===== src/hw/rtl/ralu_pkg.sv =====
// Shared types and constants for the rational arithmetic unit.
`default_nettype none
package ralu_pkg;
    localparam int OPW  = 16;        // operand width
    localparam int PW   = 2 * OPW;   // product width
    localparam int SW   = PW + 2;    // width of the sum of two products
    localparam int MW   = 32;        // magnitude width of the terms
    localparam int NUMW = 33;        // result numerator width
    localparam int DENW = 32;        // result denominator width
    localparam int KW   = 5;         // shift count of the common power of two
    localparam int CW   = 5;         // divider bit counter

    localparam logic [CW-1:0] DIV_LAST = CW'(MW - 1);

    typedef enum logic [1:0] {
        OP_ADD = 2'd0,
        OP_SUB = 2'd1,
        OP_MUL = 2'd2,
        OP_DIV = 2'd3
    } t_op;

    typedef enum logic [2:0] {
        S_IDLE,
        S_MUL,
        S_SUM,
        S_GCD,
        S_DIV,
        S_OUT
    } t_state;

    typedef struct packed {
        logic load;
        logic mul;
        logic sum;
        logic gcd_step;
        logic div_init;
        logic div_step;
        logic out_load;
    } t_cmd;

    typedef struct packed {
        logic err;
        logic num_zero;
        logic gcd_done;
        logic div_last;
    } t_stat;
endpackage
`default_nettype wire


===== src/hw/rtl/ralu_if.sv =====
// Handshake interfaces for the operand and result channels.
`default_nettype none
interface ralu_in_if;
    import ralu_pkg::*;
    logic                  valid;
    logic                  ready;
    logic [1:0]            operation;
    logic signed [OPW-1:0] num_a;
    logic signed [OPW-1:0] den_a;
    logic signed [OPW-1:0] num_b;
    logic signed [OPW-1:0] den_b;
    modport source (output valid, operation, num_a, den_a, num_b, den_b, input ready);
    modport sink   (input valid, operation, num_a, den_a, num_b, den_b, output ready);
endinterface

interface ralu_out_if;
    import ralu_pkg::*;
    logic                   valid;
    logic                   ready;
    logic signed [NUMW-1:0] result_num;
    logic signed [DENW-1:0] result_den;
    logic                   zero_den_error;
    modport source (output valid, result_num, result_den, zero_den_error, input ready);
    modport sink   (input valid, result_num, result_den, zero_den_error, output ready);
endinterface
`default_nettype wire


===== src/hw/rtl/ralu_ctrl.sv =====
// Sequencer for the rational unit: products, sum, binary GCD, division, output.
`default_nettype none
module ralu_ctrl (
    input  wire logic           i_clk,
    input  wire logic           i_rst_n,
    input  wire logic           i_in_valid,
    input  wire logic           i_out_free,
    input  wire ralu_pkg::t_stat i_stat,
    output ralu_pkg::t_cmd      o_cmd,
    output logic                o_in_ready
);
    import ralu_pkg::*;

    t_state r_state, n_state;

    always_ff @(posedge i_clk) begin
        if (!i_rst_n) begin
            r_state <= S_IDLE;
        end else begin
            r_state <= n_state;
        end
    end

    always_comb begin
        n_state = r_state;
        unique case (r_state)
            S_IDLE: if (i_in_valid) n_state = S_MUL;
            S_MUL:  n_state = i_stat.err ? S_OUT : S_SUM;
            S_SUM:  n_state = S_GCD;
            S_GCD: begin
                if (i_stat.num_zero)      n_state = S_OUT;
                else if (i_stat.gcd_done) n_state = S_DIV;
            end
            S_DIV:  if (i_stat.div_last) n_state = S_OUT;
            S_OUT:  if (i_out_free) n_state = S_IDLE;
            default: n_state = S_IDLE;
        endcase
    end

    always_comb begin
        o_cmd      = '0;
        o_in_ready = 1'b0;
        unique case (r_state)
            S_IDLE: begin
                o_in_ready = 1'b1;
                o_cmd.load = i_in_valid;
            end
            S_MUL: o_cmd.mul = 1'b1;
            S_SUM: o_cmd.sum = 1'b1;
            S_GCD: begin
                o_cmd.gcd_step = !i_stat.num_zero && !i_stat.gcd_done;
                o_cmd.div_init = !i_stat.num_zero && i_stat.gcd_done;
            end
            S_DIV: o_cmd.div_step = 1'b1;
            S_OUT: o_cmd.out_load = i_out_free;
            default: o_cmd = '0;
        endcase
    end
endmodule
`default_nettype wire


===== src/hw/rtl/ralu_dp.sv =====
// Datapath: cross products, signed sum, binary GCD and a pair of restoring dividers.
`default_nettype none
module ralu_dp (
    input  wire logic                          i_clk,
    input  wire ralu_pkg::t_cmd                i_cmd,
    input  wire logic [1:0]                    i_operation,
    input  wire logic signed [ralu_pkg::OPW-1:0] i_num_a,
    input  wire logic signed [ralu_pkg::OPW-1:0] i_den_a,
    input  wire logic signed [ralu_pkg::OPW-1:0] i_num_b,
    input  wire logic signed [ralu_pkg::OPW-1:0] i_den_b,
    output ralu_pkg::t_stat                    o_stat,
    output logic signed [ralu_pkg::NUMW-1:0]   o_result_num,
    output logic signed [ralu_pkg::DENW-1:0]   o_result_den,
    output logic                               o_zero_den_error
);
    import ralu_pkg::*;

    t_op                   r_op;
    logic signed [OPW-1:0] r_na, r_da, r_nb, r_db;
    logic                  r_err;
    logic signed [PW-1:0]  r_p1, r_p2, r_pd;
    logic                  r_nneg, r_dneg;
    logic [MW-1:0]         r_nmag, r_dmag;
    logic [MW-1:0]         r_ga, r_gb;
    logic [KW-1:0]         r_k;
    logic [MW-1:0]         r_div;
    logic [MW-1:0]         r_qn, r_qd, r_rn, r_rd;
    logic [CW-1:0]         r_cnt;

    logic signed [SW-1:0] sum_v;
    logic signed [PW-1:0] nd_v;
    logic [MW-1:0]        nmag_v, dmag_v;
    logic [MW:0]          trial_n, trial_d;
    logic                 qbit_n, qbit_d;
    logic [MW-1:0]        neg_q_d;
    logic [NUMW-1:0]      num_ext;

    always_comb begin
        unique case (r_op)
            OP_ADD:  sum_v = SW'(r_p1) + SW'(r_p2);
            OP_SUB:  sum_v = SW'(r_p1) - SW'(r_p2);
            default: sum_v = SW'(r_p1);
        endcase
        nmag_v = sum_v[SW-1] ? MW'(-sum_v) : MW'(sum_v);
        nd_v   = r_pd;
        dmag_v = nd_v[PW-1] ? MW'(-nd_v) : MW'(nd_v);
    end

    // One restoring step for each term, sharing the divisor.
    always_comb begin
        trial_n = {r_rn, r_qn[MW-1]} - {1'b0, r_div};
        trial_d = {r_rd, r_qd[MW-1]} - {1'b0, r_div};
        qbit_n  = !trial_n[MW];
        qbit_d  = !trial_d[MW];
    end

    always_ff @(posedge i_clk) begin
        if (i_cmd.load) begin
            r_op  <= t_op'(i_operation);
            r_na  <= i_num_a;
            r_da  <= i_den_a;
            r_nb  <= i_num_b;
            r_db  <= i_den_b;
            r_err <= (i_den_a == '0) || (i_den_b == '0) ||
                     ((t_op'(i_operation) == OP_DIV) && (i_num_b == '0));
        end
        if (i_cmd.mul) begin
            r_p1 <= PW'(r_na) * PW'((r_op == OP_MUL) ? r_nb : r_db);
            r_p2 <= PW'(r_nb) * PW'(r_da);
            r_pd <= PW'(r_da) * PW'((r_op == OP_DIV) ? r_nb : r_db);
        end
        if (i_cmd.sum) begin
            r_nneg <= sum_v[SW-1];
            r_nmag <= nmag_v;
            r_dneg <= nd_v[PW-1];
            r_dmag <= dmag_v;
            r_ga   <= nmag_v;
            r_gb   <= dmag_v;
            r_k    <= '0;
        end
        if (i_cmd.gcd_step) begin
            if (!r_ga[0] && !r_gb[0]) begin
                r_ga <= r_ga >> 1;
                r_gb <= r_gb >> 1;
                r_k  <= r_k + 1'b1;
            end else if (!r_ga[0]) begin
                r_ga <= r_ga >> 1;
            end else if (!r_gb[0]) begin
                r_gb <= r_gb >> 1;
            end else if (r_ga >= r_gb) begin
                r_ga <= r_ga - r_gb;
            end else begin
                r_gb <= r_gb - r_ga;
            end
        end
        if (i_cmd.div_init) begin
            r_div <= (r_ga | r_gb) << r_k;
            r_qn  <= r_nmag;
            r_qd  <= r_dmag;
            r_rn  <= '0;
            r_rd  <= '0;
            r_cnt <= '0;
        end
        if (i_cmd.div_step) begin
            r_rn  <= qbit_n ? trial_n[MW-1:0] : {r_rn[MW-2:0], r_qn[MW-1]};
            r_rd  <= qbit_d ? trial_d[MW-1:0] : {r_rd[MW-2:0], r_qd[MW-1]};
            r_qn  <= {r_qn[MW-2:0], qbit_n};
            r_qd  <= {r_qd[MW-2:0], qbit_d};
            r_cnt <= r_cnt + 1'b1;
        end
    end

    always_comb begin
        o_stat.err      = r_err;
        o_stat.num_zero = (r_nmag == '0);
        o_stat.gcd_done = (r_ga == '0) || (r_gb == '0);
        o_stat.div_last = (r_cnt == DIV_LAST);
    end

    always_comb begin
        num_ext = NUMW'(r_qn);
        neg_q_d = -r_qd;
        if (r_err) begin
            o_result_num = '0;
            o_result_den = '0;
        end else if (r_nmag == '0) begin
            o_result_num = '0;
            o_result_den = DENW'(1);
        end else begin
            o_result_num = r_nneg ? -num_ext : num_ext;
            o_result_den = r_dneg ? DENW'(neg_q_d) : DENW'(r_qd);
        end
        o_zero_den_error = r_err;
    end
endmodule
`default_nettype wire


===== src/hw/rtl/rational_alu_with_gcd_reduce.sv =====
// Top level of the rational arithmetic unit with GCD reduction.
//   channel  | dir | payload
//   i_in     | in  | operation, num_a, den_a, num_b, den_b
//   o_res    | out | result_num, result_den, zero_den_error
// One transaction at a time. With a zero denominator or a division by zero it goes
// from accept and the products straight to the output load; with a zero numerator
// it leaves the GCD state for the output load. Otherwise it runs accept, products,
// sum, binary GCD (one shift or subtract a cycle), divider setup, division, output.
// The result sits in an output register, so a stalled output holds only the last
// step; reset (synchronous, active low) empties the unit and the output register.
`default_nettype none
module rational_alu_with_gcd_reduce (
    input  wire logic i_clk,
    input  wire logic i_rst_n,
    ralu_in_if.sink   i_in,
    ralu_out_if.source o_res
);
    import ralu_pkg::*;

    t_cmd  cmd;
    t_stat stat;
    logic  out_free;
    logic  r_o_valid;
    logic signed [NUMW-1:0] dp_num, r_o_num;
    logic signed [DENW-1:0] dp_den, r_o_den;
    logic dp_err, r_o_err;

    assign out_free = !r_o_valid || o_res.ready;

    ralu_ctrl u_ctrl (
        .i_clk      (i_clk),
        .i_rst_n    (i_rst_n),
        .i_in_valid (i_in.valid),
        .i_out_free (out_free),
        .i_stat     (stat),
        .o_cmd      (cmd),
        .o_in_ready (i_in.ready)
    );

    ralu_dp u_dp (
        .i_clk            (i_clk),
        .i_cmd            (cmd),
        .i_operation      (i_in.operation),
        .i_num_a          (i_in.num_a),
        .i_den_a          (i_in.den_a),
        .i_num_b          (i_in.num_b),
        .i_den_b          (i_in.den_b),
        .o_stat           (stat),
        .o_result_num     (dp_num),
        .o_result_den     (dp_den),
        .o_zero_den_error (dp_err)
    );

    always_ff @(posedge i_clk) begin
        if (!i_rst_n) begin
            r_o_valid <= 1'b0;
        end else if (cmd.out_load) begin
            r_o_valid <= 1'b1;
        end else if (o_res.ready) begin
            r_o_valid <= 1'b0;
        end
    end

    always_ff @(posedge i_clk) begin
        if (cmd.out_load) begin
            r_o_num <= dp_num;
            r_o_den <= dp_den;
            r_o_err <= dp_err;
        end
    end

    assign o_res.valid          = r_o_valid;
    assign o_res.result_num     = r_o_num;
    assign o_res.result_den     = r_o_den;
    assign o_res.zero_den_error = r_o_err;

`ifndef SYNTHESIS
    // An error result carries zero terms.
    a_err_zero: assert property (@(posedge i_clk) disable iff (!i_rst_n)
        (o_res.valid && o_res.zero_den_error) |->
            (o_res.result_num == '0 && o_res.result_den == '0))
        else $error("error result with nonzero terms");

    // A good result never has a zero denominator.
    a_den_nonzero: assert property (@(posedge i_clk) disable iff (!i_rst_n)
        (o_res.valid && !o_res.zero_den_error) |-> (o_res.result_den != '0))
        else $error("zero denominator in a good result");

    // The unit holds one transaction at a time.
    a_one_at_a_time: assert property (@(posedge i_clk) disable iff (!i_rst_n)
        (i_in.valid && i_in.ready) |=> !i_in.ready)
        else $error("input accepted while busy");
`endif
endmodule
`default_nettype wire

===== src/flat_wrapper.sv =====
// flat-port wrapper written by rule: the top's interface ports become plain ports
module rational_alu_with_gcd_reduce_flat import ralu_pkg::*;
  (i_clk, i_rst_n, i_in_valid, i_in_operation, i_in_num_a, i_in_den_a, i_in_num_b, i_in_den_b, i_in_ready, o_res_valid, o_res_result_num, o_res_result_den, o_res_zero_den_error, o_res_ready);
  ralu_in_if i_in_i ();
  ralu_out_if o_res_i ();
  input  wire logic i_clk;
  input  wire logic i_rst_n;
  input wire logic [$bits(i_in_i.valid)-1:0] i_in_valid;
  input wire logic [$bits(i_in_i.operation)-1:0] i_in_operation;
  input wire logic [$bits(i_in_i.num_a)-1:0] i_in_num_a;
  input wire logic [$bits(i_in_i.den_a)-1:0] i_in_den_a;
  input wire logic [$bits(i_in_i.num_b)-1:0] i_in_num_b;
  input wire logic [$bits(i_in_i.den_b)-1:0] i_in_den_b;
  output wire logic [$bits(i_in_i.ready)-1:0] i_in_ready;
  output wire logic [$bits(o_res_i.valid)-1:0] o_res_valid;
  output wire logic [$bits(o_res_i.result_num)-1:0] o_res_result_num;
  output wire logic [$bits(o_res_i.result_den)-1:0] o_res_result_den;
  output wire logic [$bits(o_res_i.zero_den_error)-1:0] o_res_zero_den_error;
  input wire logic [$bits(o_res_i.ready)-1:0] o_res_ready;
  assign i_in_i.valid = i_in_valid;
  assign i_in_i.operation = i_in_operation;
  assign i_in_i.num_a = i_in_num_a;
  assign i_in_i.den_a = i_in_den_a;
  assign i_in_i.num_b = i_in_num_b;
  assign i_in_i.den_b = i_in_den_b;
  assign i_in_ready = i_in_i.ready;
  assign o_res_valid = o_res_i.valid;
  assign o_res_result_num = o_res_i.result_num;
  assign o_res_result_den = o_res_i.result_den;
  assign o_res_zero_den_error = o_res_i.zero_den_error;
  assign o_res_i.ready = o_res_ready;
  rational_alu_with_gcd_reduce u_core (.i_clk(i_clk), .i_rst_n(i_rst_n), .i_in(i_in_i), .o_res(o_res_i));
endmodule

===== config.mk =====
export PLATFORM = sky130hd
export DESIGN_NAME = rational_alu_with_gcd_reduce_flat
export DESIGN_NICKNAME = d
export VERILOG_FILES = /design/src/hw/rtl/ralu_pkg.sv /design/src/hw/rtl/ralu_if.sv /design/src/hw/rtl/ralu_ctrl.sv /design/src/hw/rtl/ralu_dp.sv /design/src/hw/rtl/rational_alu_with_gcd_reduce.sv /design/src/flat_wrapper.sv
export SDC_FILE = /design/constraint.sdc
export NUM_CORES = 2
export LEC_CHECK = 0
export ABC_AREA = 1
export BUFFER_PORTS_ARGS = -buffer_cell sky130_fd_sc_hd__clkbuf_2
export CAP_MARGIN = 10
export CORE_MARGIN = 4
export CORE_UTILIZATION = 35
export DETAILED_ROUTE_END_ITERATION = 8
export HOLD_SLACK_MARGIN = 0.05
export PLACE_DENSITY = 0.61
export SETUP_SLACK_MARGIN = 0.4
export SLEW_MARGIN = 15
export SYNTH_ARGS = -nofsm -noshare
export SYNTH_HDL_FRONTEND = slang
export SYNTH_HIERARCHICAL = 1
export SYNTH_SLANG_ARGS = --single-unit

===== constraint.sdc =====
create_clock -name i_clk -period 17.3 [get_ports i_clk]
set_input_delay 3.46 -clock i_clk [delete_from_list [all_inputs] [get_ports i_clk]]
set_output_delay 3.46 -clock i_clk [all_outputs]
set_load 0.01 [all_outputs]

==> summary.md <==
TritonCTS built the clock tree. For the remaining antenna violation count, the log shows 0. The number of clock buffers added by TritonCTS is 73. Setup repair after global routing left no endpoint under its margin. The detailed router placed 55077 vias in this run.

The worst register-to-register path has a depth of 27. The run gives 69400 um2 as the cell area after placement. Gates resized during post-CTS repair numbered 0.

CTS built an H-tree with a depth of 3. The sum of overflow across all layers after global routing was 0; the final wirelength was 210000 um. The last weighted congestion value of the routability-driven placer came out at 0.995. In this run the most critical hold path is launched from u_core/o_res.valid. The number of nets in the layout came out at 9585. Largest area contributor in the netlist: fa_1. The category of cells accounting for the largest share of critical-path delay is adder cells. The setup slack of the most critical reg-to-reg path is 8660 ps, and the die boundary height is 443 um.

Derived from the worst setup path, the maximum achievable clock frequency is 116 MHz. The run gives 3 as the number of antenna violations at the first check in global routing. The clock net sink count came out at 533. Entering global routing, the biggest net connects 103 pins. The tools report the count of final hold-check violations as 0. The insertion delay to the later sink of the worst-skew pair was 700 ps; the final critical-path share of the clock period was 50.0%. Setup violations remaining at the end of the flow were counted as 0.

STA classifies the critical path endpoint as a flop. Yosys printed 6 warnings. The total of buffers placed on input and output ports works out to 137. By count the netlist is led by 1687 x inv_1, 1634 x nand2_1, 791 x fa_1.

The dominant cell by count in the synthesized netlist was inv_1. The mean number of vias per cell came out at 5.08. The synthesized design devotes to its leading area cell type 23.9% of total area.

The clock-pin slew on the worst setup and hold paths works out to 60 ps. For this run, the slowest stage of the critical path takes 940 ps. The path class of the tightest hold or removal check is flop to flop. The source of the worst register-to-register timing path is u_core/u_dp/r_op[1]. The flow ran to the end, and the final reports show no timing, DRC or antenna violations. The run gives 0 as the number of post-CTS setup repair buffers. The number of synthesized register bits was 533. The tools report the number of global-route vias before repair as 56342. The synthesized netlist net count was 9566; the mean instance size in the synthesized netlist was 8.01 um2. The area growth from synthesis to layout is 8.72%.

The first TritonRoute pass finished after 6 iterations. The share of synthesized flip-flops with an asynchronous set or reset works out to 0%. The core region is 188000 um2. Endpoint of the worst-slack reg-to-reg timing path: u_core/u_dp/r_p1[29].

The total non-filler cell area in the finished layout was 71900 um2; the maximum root-to-sink buffer count was 3. The prevailing post-synth register cell was edfxtp_1. The tree is rooted in a clkbuf_16.

By area the synthesized netlist is led by fa_1 24%, edfxtp_1 21%, inv_1 9.6%, nand2_1 9.3%, ha_1 8.4%. The die covers 196000 um2. The master of the slowest instance on the critical path is o21ai_1. The first global-routing pass estimated 327000 um of wire. Setup total negative slack on the finished layout was measured at 0 ps. The sequential cell area fraction in the yosys report is 23.1%.

For the effective utilization at floorplan, the log shows 35.2%. The logs give 19.3% for the normalized max-slew margin and 171000 um for the final HPWL from detailed placement. Average routed wire per standard cell: 19.4 um.

In this run the count of I/O pins placed on the die edge is 138. The quantity of hold-fixing buffers added after cts was 0; the cell count of the worst hold path was 2. The layout cell share with drive strength beyond 1 was 5.80%. The horizontal extent of the die was 443 um. The post-layout minimum cycle time was 8640 ps; the number of buffers and inverters on the critical path was 8.

STA puts the critical path data arrival time at 9070 ps. Count of flip-flops with a built-in enable after synthesis: 460. The number of different library cells in the post-synthesis netlist came out at 80.

For the final max-slew violation count, the log shows 0. STA classifies the critical path startpoint as a flop. For hold timing, the worst endpoint is u_core/o_res.valid. The number of max-cap violations was 0.

Between clock sinks in the finished design, the worst skew comes to 32.8 ps. Global routing used 21.3% of the available tracks. The summed instance area of the synthesized netlist was 66200 um2; the transition time at the pin with the least slew margin was 1210 ps. The initialized floorplan defines 159 standard-cell rows. The iteration-0 DRC count of the detailed router was 4399. Path type of the worst setup path: flop to flop. The number of remaining DRC errors came out at 0.

The logs give 17730 ps for the required time of the critical path and 8260 for the number of instances in the synthesized netlist. The largest fanout on the critical path came out at 32.
==> per-layer routing <==
metal	track usage [%]	vias to the layer above	wire length [um]
met5	0	-	13
met4	9.09	2	9920
met3	2.86	417	12600
met2	35.0	1904	97600
met1	28.2	26810	89800
li1	-	25944	-
==> cells in the final DEF (no fill, tap or decap), drive strengths merged, types with 8 or more instances in the layout <==
cell / netlist / layout
a211oi: 17 / 17
a21oi: 501 / 501
and2: 8 / 8
mux2i: 27 / 27
o2111ai: 11 / 11
o211ai: 38 / 38
ha: 445 / 445
o221ai: 20 / 20
nor4: 48 / 48
o31ai: 11 / 11
a21o: 25 / 25
nand3: 255 / 255
nand3b: 15 / 15
or2: 23 / 23
xnor2: 102 / 102
a22oi: 9 / 9
clkbuf: 191 / 230
nor2: 807 / 807
o22ai: 9 / 9
clkinvlp: 0 / 10
o21ai: 508 / 508
dfxtp: 73 / 73
xor2: 169 / 169
o21a: 16 / 16
edfxtp: 460 / 460
nand2: 1662 / 1662
o21bai: 27 / 27
inv: 1712 / 1719
nor3: 70 / 70
buf: 69 / 67
a21boi: 13 / 13
a221oi: 9 / 9
nand4: 45 / 45
clkinv: 28 / 47
fa: 791 / 791
a31oi: 25 / 25
==> sequential cells by signal, summed over array words and instances, names as in the netlist, 2 cells and up <==
register                 flops
u_core/u_ctrl/r_state        3
u_core/u_dp/r_db            16
u_core/u_dp/r_div           32
u_core/u_dp/r_rd            32
u_core/u_dp/r_qn            32
u_core/u_dp/r_gb            32
u_core/u_dp/r_nb            16
u_core/u_dp/r_rn            32
u_core/u_dp/r_qd            32
u_core/u_dp/nd_v            32
u_core/u_dp/r_p2            32
u_core/u_dp/r_da            16
u_core/u_dp/r_cnt            5
u_core/u_dp/r_ga            32
u_core/u_dp/r_p1            32
u_core/u_dp/r_na            16
u_core/o_res.result_den     32
u_core/u_dp/r_nmag          32
u_core/u_dp/r_op             2
u_core/u_dp/r_k              5
u_core/u_dp/r_dmag          32
u_core/o_res.result_num     33
==> area by class of cell <==
type | count | area (um2)
flip-flops and latches | 533 | 15300
well taps | 2495 | 3120
multi-input cells | 5727 | 43300
inverters | 1740 | 6540
clock inverters | 43 | 533
diodes | 1 | 2.50
fillers | 19317 | 116000
repair buffers | 204 | 1190
clock buffers | 93 | 1980
==> worst reg2reg max path, cell delays in order, from the launching register on <==
cell,delay [ps]
edfxtp_1,890
inv_2,70
nor2_1,110
inv_1,40
buf_4,260
o21ai_1,950
clkinv_1,670
nor2_1,310
fa_1,440
fa_1,440
ha_1,200
fa_1,480
inv_1,50
fa_1,480
fa_1,490
inv_1,40
ha_1,330
nand2_1,80
inv_1,40
a21oi_1,200
o21ai_0,220
a21oi_1,530
inv_1,130
a21oi_1,280
o21bai_1,160
a21oi_1,220
o21bai_1,110
xor2_1,150
==> worst max path at each step <==
| stage | start | endpoint | depth (start not counted) |
|---|---|---|---|
| floorplan | i_in_valid | u_core/u_dp/o_zero_den_error | 2 |
| global placement | u_core/u_dp/r_op[1] | u_core/u_dp/r_p1[28] | 24 |
| detailed placement | u_core/u_dp/r_op[1] | u_core/u_dp/r_p1[29] | 27 |
| CTS | u_core/u_dp/r_op[1] | u_core/u_dp/r_p1[29] | 27 |
| global route | u_core/u_dp/r_op[1] | u_core/u_dp/r_p1[28] | 27 |
| finish | u_core/u_dp/r_op[1] | u_core/u_dp/r_p1[29] | 27 |
==> kinds of logic (layout without fill, tap and decap cells) <==
| logic type | after synthesis | count (layout) | share of synthesized area, % |
|---|---|---|---|
| AOI/OAI and AO/OA | 1255 | 1255 | 10.7 |
| and+or+nand+nor | 2938 | 2938 | 18.3 |
| buffers and inverters | 2000 | 2080 | 11.5 |
| DFF | 533 | 533 | 23.1 |
| muxes | 27 | 27 | 0.408 |
| xor gates and xnor gates | 271 | 271 | 3.59 |
| other | 0 | 1 | 0 |
| adders and majority gates | 1236 | 1236 | 32.3 |
==> stage by stage <==
stage                     worst slack, ps  instances  utilization [%]  hold slack (ps)
final                                8660      10836             38.3              488
after global routing                 8140      10835             38.3              515
after CTS                            8680      10835             38.3              496
after detailed placement             8710      10699             36.9              485
after global placement               8800      10699             36.9              485
after floorplan                      8680       8260                -              468
Power is left out: the tool's default activity adds up to more than one toggle a clock period on the data nets, which glitch-free logic cannot reach.
